==> config.mk <==
export PLATFORM = sky130hd
export DESIGN_NAME = lz77fb_ctrl
export DESIGN_NICKNAME = d
export VERILOG_FILES = /design/src/rtl/core/lz77fb_pkg.sv /design/src/rtl/core/lz77fb_ctrl.sv
export SDC_FILE = /design/constraint.sdc
export NUM_CORES = 1
export LEC_CHECK = 0
export ABC_AREA = 1
export BUFFER_PORTS_ARGS = -buffer_cell sky130_fd_sc_hd__clkbuf_2
export CAP_MARGIN = 20
export CORE_AREA = 2 2 39 41
export DETAILED_ROUTE_END_ITERATION = 8
export DIE_AREA = 0 0 41 43
export PLACE_DENSITY = 0.55
export REMOVE_ABC_BUFFERS = 1
export SLEW_MARGIN = 15
export SYNTH_ARGS = -nofsm -noshare
export SYNTH_HDL_FRONTEND = slang
export SYNTH_SLANG_ARGS = --single-unit
export TNS_END_PERCENT = 10
==> constraint.sdc <==
create_clock -name clock -period 1 [get_ports clock]
set_input_delay 0.2 -clock clock [delete_from_list [all_inputs] [get_ports clock]]
set_output_delay 0.2 -clock clock [all_outputs]
set_load 0.05 [all_outputs]
==> src/rtl/core/lz77fb_pkg.sv <==
package lz77fb_pkg;

   // Fixed field widths of the stream format and result item
   localparam int BYTE_W   = 8;
   localparam int OUT_W    = 64;
   localparam int COUNT_W  = 4;
   localparam int STATUS_W = 2;
   localparam int LEN_W    = 32;
   localparam int DIST_W   = 12;
   localparam int RUN_W    = 9;

   localparam int DEF_WINDOW_BYTES = 4096;
   localparam int DEF_OUT_LANES    = 8;

   localparam logic [RUN_W-1:0] SHORT_BIAS = 9'd2;
   localparam logic [RUN_W-1:0] LONG_BIAS  = 9'h12;
   localparam logic [RUN_W-1:0] MAX_RUN    = 9'd273;
   localparam logic [3:0]       FLAG_BITS  = 4'd8;

   localparam logic [STATUS_W-1:0] STAT_OK           = 2'd0;
   localparam logic [STATUS_W-1:0] STAT_BEFORE_START = 2'd1;
   localparam logic [STATUS_W-1:0] STAT_COMPLETE     = 2'd2;

   // What the captured byte means in the current parse position
   typedef enum logic [2:0] {
      KIND_COMPLETE,
      KIND_FLAG,
      KIND_FIRST,
      KIND_SECOND,
      KIND_LITERAL,
      KIND_RUN
   } kind_type;

   typedef struct packed {
      logic capture;
      logic decode_apply;
      logic rd;
      logic wr;
      logic emit_run;
   } cmd_type;

   typedef struct packed {
      kind_type kind;
      logic     ref_bad;
      logic     out_free;
      logic     wr_flush;
      logic     run_done;
   } stat_type;

endpackage

==> src/rtl/core/lz77fb_ctrl.sv <==
module lz77fb_ctrl
   import lz77fb_pkg::*;
(
   input  logic     clock,
   input  logic     reset,
   input  logic     req_valid,
   output logic     req_stall,
   input  stat_type stat,
   output cmd_type  cmd
);

   typedef enum logic [2:0] {
      ST_IDLE,
      ST_DECODE,
      ST_RD,
      ST_WR,
      ST_EMIT
   } state_type;

   state_type state_ff;
   state_type state_in;
   logic      req_stall_ff;

   always_comb begin
      cmd      = '0;
      state_in = state_ff;
      case (state_ff)
         ST_IDLE: begin
            if (req_valid) begin
               cmd.capture = 1'b1;
               state_in    = ST_DECODE;
            end
         end
         ST_DECODE: begin
            case (stat.kind)
               KIND_FLAG, KIND_FIRST, KIND_SECOND: begin
                  cmd.decode_apply = 1'b1;
                  state_in         = ST_IDLE;
               end
               KIND_COMPLETE, KIND_LITERAL: begin
                  if (stat.out_free) begin
                     cmd.decode_apply = 1'b1;
                     state_in         = ST_IDLE;
                  end
               end
               KIND_RUN: begin
                  if (stat.ref_bad) begin
                     if (stat.out_free) begin
                        cmd.decode_apply = 1'b1;
                        state_in         = ST_IDLE;
                     end
                  end else begin
                     cmd.decode_apply = 1'b1;
                     state_in         = ST_RD;
                  end
               end
               default: state_in = ST_IDLE;
            endcase
         end
         ST_RD: begin
            cmd.rd   = 1'b1;
            state_in = ST_WR;
         end
         ST_WR: begin
            cmd.wr   = 1'b1;
            state_in = stat.wr_flush ? ST_EMIT : ST_RD;
         end
         ST_EMIT: begin
            if (stat.out_free) begin
               cmd.emit_run = 1'b1;
               state_in     = stat.run_done ? ST_IDLE : ST_RD;
            end
         end
         default: state_in = ST_IDLE;
      endcase
   end

   always_ff @(posedge clock) begin
      if (reset) begin
         state_ff     <= ST_IDLE;
         req_stall_ff <= 1'b0;
      end else begin
         state_ff     <= state_in;
         req_stall_ff <= (state_in != ST_IDLE);
      end
   end

   assign req_stall = req_stall_ff;

   // A history write always follows its read
   a_wr_after_rd: assert property (@(posedge clock) disable iff (reset)
      (state_ff == ST_WR) |-> ($past(state_ff) == ST_RD))
      else $error("write step without preceding read");

   a_emit_entry: assert property (@(posedge clock) disable iff (reset)
      (state_ff == ST_EMIT) |->
         ($past(state_ff) == ST_WR || $past(state_ff) == ST_EMIT))
      else $error("emit entered from wrong step");

   a_stall_while_busy: assert property (@(posedge clock) disable iff (reset)
      (state_ff != ST_IDLE) |-> req_stall_ff)
      else $error("input open while a byte is in progress");

endmodule

Yosys cells after proc, flatten, opt, wreduce, memory -nomap -nowiden --
Cells that the tools add are included.
Word-level totals: output and inout bits 6, bits in latches 0, register bits 4, logic and storage cells 33, RAM bits 0, bits of input ports 10, bits in read-only memories 0, memories 0
Operators by class: equality and inequality tests 9, reduce and logical (&&, ||, !) cells 5, bitwise operators 0, order comparisons 0, multiplexer cells 17, div/mod/pow operators 0, shift-type cells 0, add/subtract/negate cells 0, multipliers 0
Operators with widths (count):
- 3-bit two-way mux | 5
- 3-bit case mux with 5 select lines | 1
- 3-bit by 2-bit == test with 1-bit output, second input constant | 4
- 3-bit == test, second input constant | 3
- 1-bit two-way mux | 8
- 3-bit by 1-bit == test with 1-bit output, second input constant | 2
- 3-bit logical NOT | 2
- 3-bit case mux with 2 select lines | 1
- 1-bit case mux with 3 select lines | 1
- 3-bit nonzero test | 1
- 3-bit OR reduction | 1
- 2-bit two-way mux | 1
- 2-bit OR reduction | 1

Longest topological paths before layout --
Gate-level depths: netlist of run 1.
depth after elaboration 5, depth in mapped cells 8, gate-level depth less buffers 8

Least setup slack after synthesis of run 1 --
No wires, ideal clock.
kind flip-flop to output port, start point register state_ff[1], end point output port cmd[3] (netlist bit), path buffers 1, stages on the path, launching flop included 4, setup slack -0.885 ns, arrival 1.685 ns, cell sequence dfxtp_1 buf_6 nand3b_4 o21ai_0
RTL lines:
- start: declaration | line lz77fb_ctrl.sv:20 | state_type state_ff;
- start signal: assignment | line lz77fb_ctrl.sv:83 | state_ff <= state_in;
- end: declaration | line lz77fb_ctrl.sv:9 | output cmd_type cmd

==> flow_summary.ini, run 1 <==
[outcome]
status = finished with violations
violations = negative setup slack

[clock_network]
insertion_delay_ns = 0.24
clock_sinks = 4
cts_tree = yes
cts_root_buffer = clkbuf_4
htreeDepth = 1
cts_made_buffers = 3
clkTransAtPathRegs_ns = 0.04
clockBufferDepth = 2

[floorplan]
core_um2 = 1380
initial_core_util_pct = 24.7
die_w_um = 41
dieArea_um2 = 1760
io_pins = 16
die_h_um = 43
rows = 14

[critical_path]
end_kind = primary output
crit_fanout = 4
critPathRequiredTime_ns = 0.80
crit_path_start_kind = register
ff2ff_path_depth = 10
critPathArrivalTime_ns = 1.13
crit_type = register to primary output

[global_route]
overflow = 0
grt_pass1_wl_mm = 1.35
antenna_found_initial = 0
grt_pass1_vias = 388
grt_max_degree = 5
grt.total_usage_pct = 11.8

[yosys]
netlist.area_leader.share_pct = 23.4
yosysMostFrequentCell = nand2_1
synthFlopType = dfxtp_1
synth_edf_count = 0
synth_cells = 56
yosys.area.top_type = dfxtp_1
synthTopCellsByArea = dfxtp_1, nand2_1, inv_1
ys_top_cells_by_count = nand2_1, inv_1, nor2_1
yosysWarnings = 0
syn_area_um2 = 342
syn_area_per_cell_um2 = 6.10
ys_seq_elements = 4
async_flop_share_pct = 0
yosysSeqAreaShare_pct = 23.4
synthDistinctLibCells = 17

[timing]
finalCriticalPeriod_ns = 1.33
hold_viol = 0
max_slew.worst_pin.slew_ns = 0.265
fmax_ghz = 0.752
finalCritPeriodShare_pct = 133
setup_viol = 9
slew_violations = 0
skew_ns = 0.00456
rsz0062_at_grt = yes
slew_headroom_pct = 82.3
setup_slack_ns = -0.330

[power]
powerDensity_nw_per_um2 = 835
ir_worst_vdd_uv = 628
pwr-share-comb_pct = 30.2
pwr-share-seq_pct = 31.5
p_switching_mw = 0.167
p_leak_nw = 0.365
p_sw_share_pct = 30.7
p_int_mw = 0.377
total_power_mw = 0.544
power_frac_clock_pct = 38.3

[cells_and_area]
area_growth_pct = 90.8
final_util_pct = 47.1
antennaDiodeCount = 0
instances_no_fill = 104
drive_above_1_share_pct = 59.1
final_nets = 100

[flow_run]
max_cap_violations = 0

[placed_design]
placedCellCount = 99
place.gp.congestion = 0.723
dp_hpwl_um = 721
io_buffers = 15

[drt]
routed_wl_um = 927
first_pass_iters = 4
viasPerCell = 4.27
drt_iter0_markers = 3
vias = 444
ant_nets = 0
drc = 0
drt-wirelength-per-cell_um = 8.91

[worst_hold_path]
hold_depth = 2
hold_class = primary input to register
-- metrics by stage --
stage | instance area (um2) | hold WS [ns] | setup TNS, ns | setup slack [ns]
2_1_floorplan | 330 | 0.269 | -3.66 | -0.874
3_3_place_gp | 538 | 0.391 | -1.35 | -0.255
3_5_place_dp | 538 | 0.396 | -1.35 | -0.248
4_1_cts | 624 | 0.140 | -1.94 | -0.386
5_1_grt | 652 | 0.155 | -2.45 | -0.392
6_report | 652 | 0.149 | -1.95 | -0.330
-- layout by cell type (no fill, tap or decap), drive strengths merged --
master,n
a21oi,2
a22oi,1
buf,20
clkbuf,13
dfxtp,4
inv,12
nand2,18
nand3,4
nand3b,1
nand4,1
nor2,9
nor3,1
o21ai,1
o21bai,1
-- cells by family after synthesis --
kind of cell / after synthesis / synth area share [%]
AND/OR/NAND/NOR: 34 / 51.3
flip-flops: 4 / 23.4
AO/OA/AOI/OAI: 5 / 8.79
buffers and inverters: 13 / 16.5
-- final cells by class --
type / count / area [um2]
sequential: 4 / 83.8
clock buffer: 3 / 22.5
tap: 16 / 20.0
inverter: 12 / 45.0
fill: 150 / 732
timing repair buffer: 30 / 253
multi-input combinational: 39 / 228
-- power by group through the flow --
stage | registers (mW) | logic (mW) | clock network (mW)
final | 0.172 | 0.164 | 0.208
after floorplan | 0.185 | 0.0643 | 0
after global placement | 0.173 | 0.139 | 0
after global routing | 0.172 | 0.177 | 0.220
after detailed placement | 0.173 | 0.140 | 0
after CTS | 0.172 | 0.157 | 0.218
-- sequential cells by signal (all words and copies together) (netlist names) --
signal / count
req_stall: 1
state_ff: 3
-- what timing repair did --
action / CTS / global route
hold buffers: 0 / 0
endpoints found under the setup margin: 10 / 9
gates cloned: 0 / 0
setup buffers: 1 / 1
pin swaps: 4 / 3
gates resized for setup: 21 / 9
-- metal layers --
layer / share of wire [%] / up-vias / track usage (%)
met5: 0 / - / 0
met4: 2.4 / 0 / 10.0
met3: 3.6 / 2 / 1.57
met2: 52 / 11 / 17.8
met1: 42 / 194 / 13.8
li1: - / 237 / -
-- path summary, 6_finish.rpt --
check                    startpoint                     end  slack (ns)
min                           reset  state_ff[1]$_SDFF_PP0_        0.15
max reg2reg  state_ff[2]$_SDFF_PP0_    req_stall$_SDFF_PP0_       -0.20
min reg2reg  state_ff[0]$_SDFF_PP0_  state_ff[1]$_SDFF_PP0_        0.78
max          state_ff[2]$_SDFF_PP0_                  cmd[0]       -0.33
-- critical path, cell delays in order (launching register included) --
cell and delay [ns]:
dfxtp_2 0.33, buf_4 0.13, nand2_1 0.06, nor3_1 0.14
buf_4 0.23
(Power assumes the default switching activity.)
==> inputs of run 2 (changes only) <==
--- a/config.mk
+++ b/config.mk
@@ -11,8 +11,6 @@
 export CORE_AREA = 2 2 39 41
 export DETAILED_ROUTE_END_ITERATION = 8
 export DIE_AREA = 0 0 41 43
-export PLACE_DENSITY = 0.55
-export REMOVE_ABC_BUFFERS = 1
 export SLEW_MARGIN = 15
 export SYNTH_ARGS = -nofsm -noshare
 export SYNTH_HDL_FRONTEND = slang
==> run 2 against run 1 <==
Against the previous run:
- the flow still finishes with violations (negative setup slack)
- critical path depth increased by 2
- core utilization increased by 0.63 points
- die area stayed put
- combinational power up 4%
- clock-buffer cell count up 1
- sequential cell count unchanged
- worst setup slack worse by 0.017 ns
- sequential power about the same
- first-iteration DRC count increased by 67%
==> flow_summary.ini, run 2 (synthesized netlist as in run 1, its figures left out) <==
[timing]
hold_viol = 0
fmax_ghz = 0.742
finalCriticalPeriod_ns = 1.35
slew_violations = 0
slew_headroom_pct = 81.0
setup_viol = 8
finalCritPeriodShare_pct = 135
setup_slack_ns = -0.348
rsz0062_at_grt = yes
max_slew.worst_pin.slew_ns = 0.285
skew_ns = 0.00790

[critical_path]
critPathRequiredTime_ns = 0.80
cp_top_family = flip-flops
end_kind = primary output
crit_path_start_kind = register
path_buf_inv = 2
critPathArrivalTime_ns = 1.15
crit_fanout = 4
crit_chain = inv_4, nand3b_4, nor2_4, nand2_2, o21ai_4, buf_8
crit_path_top_delay_cell = dfxtp_4
slowest_delay_ns = 0.35
crit_type = register to primary output
ff2ff_path_depth = 7
cp_num_cells = 6

[power]
p_int_mw = 0.391
power_frac_clock_pct = 39.3
p_leak_nw = 0.353
p_sw_share_pct = 30.2
pwr-share-comb_pct = 30.5
pwr-share-seq_pct = 30.3
p_switching_mw = 0.169
powerDensity_nw_per_um2 = 849
ir_worst_vdd_uv = 299

[drt]
routed_wl_um = 900
drt_iter0_markers = 5
drc = 0
viasPerCell = 4.20
drt-wirelength-per-cell_um = 8.91
first_pass_iters = 4
vias = 424
ant_nets = 0

[placed_design]
place.gp.congestion = 0.698
preCtsSetupSlack_ns = -0.249
dp_hpwl_um = 732
io_buffers = 15

[cells_and_area]
final_util_pct = 47.7
final_common_cell = nand2_1
largest_reg_flops = 3
mostFrequentLayoutCells = nand2_1, inv_1, clkbuf_2, buf_4
fillers = 149
drive_above_1_share_pct = 57.6
area_growth_pct = 93.4
final_nets = 96
antennaDiodeCount = 0
top_register = state_ff

[clock_network]
clock_sinks = 4
hold_buffers = 0
clockBufferDepth = 2
cts_root_buffer = clkbuf_4
insertion_delay_ns = 0.24
htreeDepth = 1
cts_setup_buffers = 0
cts_made_buffers = 3
clkTransAtPathRegs_ns = 0.04
cts_tree = yes

[floorplan]
dieArea_um2 = 1760
core_um2 = 1380
die_w_um = 41
die_h_um = 43
io_pins = 16
rows = 14
initial_core_util_pct = 24.7

[global_route]
grt_pass1_wl_mm = 1.43
overflow = 0
grt_max_degree = 7
grt.total_usage_pct = 12.3
grt_pass1_vias = 373
antenna_found_initial = 0

[worst_hold_path]
hold_depth = 2
hold_class = primary input to register

[yosys]
syn_nets = 66

[flow_run]
max_cap_violations = 0

[outcome]
violations = negative setup slack
status = finished with violations
run 2: changes by cell type in the layout (fill, tap and decap cells not counted), sizes merged:
cell,change
buf,-4
clkbuf,+1
run 2: layout make-up:
type	instances	area, um2	area share, %
Multi-Input combinational cell	39	260	39.4
Inverter	12	47.5	7.20
Timing Repair Buffer	26	218	33.0
Tap cell	16	20.0	3.03
Sequential cell	4	88.8	13.4
Clock buffer	4	26.3	3.98
run 2: what timing repair did:
item                       CTS  global route
hold endpoints to repair     0             0
gates resized for setup     17             9
pin swaps                    2             0
setup endpoints to repair    8            10
run 2: routing by layer:
layer / global-route usage, % / up-vias / wire (um)
li1: - / 230 / -
met1: 12.9 / 183 / 332
met2: 20.0 / 11 / 516
met3: 3.66 / 0 / 50
met4: 8.00 / 0 / 0
met5: 0 / - / 0
run 2: stage by stage:
step                instance area (um2)  power [mW]  setup TNS [ns]  cells  hold WS, ns
global route                        661       0.596           -2.08    101        0.149
detailed placement                  563       0.325           -1.12     97        0.401
finish                              661       0.561           -1.66    101        0.147
floorplan                           397       0.264          -0.758     56        0.263
CTS                                 648       0.561           -1.75    101        0.143
global placement                    563       0.324           -1.16     97        0.399
run 2: power by group through the flow:
stage                     clock, mW  combinational, mW  sequential, mW
after global routing          0.240              0.185           0.171
after floorplan                   0             0.0776           0.187
final                         0.220              0.171           0.170
after global placement            0              0.151           0.173
after CTS                     0.227              0.164           0.170
after detailed placement          0              0.152           0.173
run 2: worst paths after layout:
path         slack [ns]              startpoint                      to
min reg2reg        0.68  state_ff[2]$_SDFF_PP0_  state_ff[2]$_SDFF_PP0_
max               -0.35  state_ff[2]$_SDFF_PP0_                  cmd[3]
max reg2reg       -0.07  state_ff[1]$_SDFF_PP0_    req_stall$_SDFF_PP0_
min                0.15                   reset  state_ff[1]$_SDFF_PP0_
run 2: worst register-to-register path: stages (launching register included):
cell and delay (ns):
dfxtp_2 0.32, buf_4 0.15, nand2_1 0.12, nor2_4 0.05
nor2_1 0.12, nand2_1 0.07, nand2_1 0.07, nand2_1 0.05
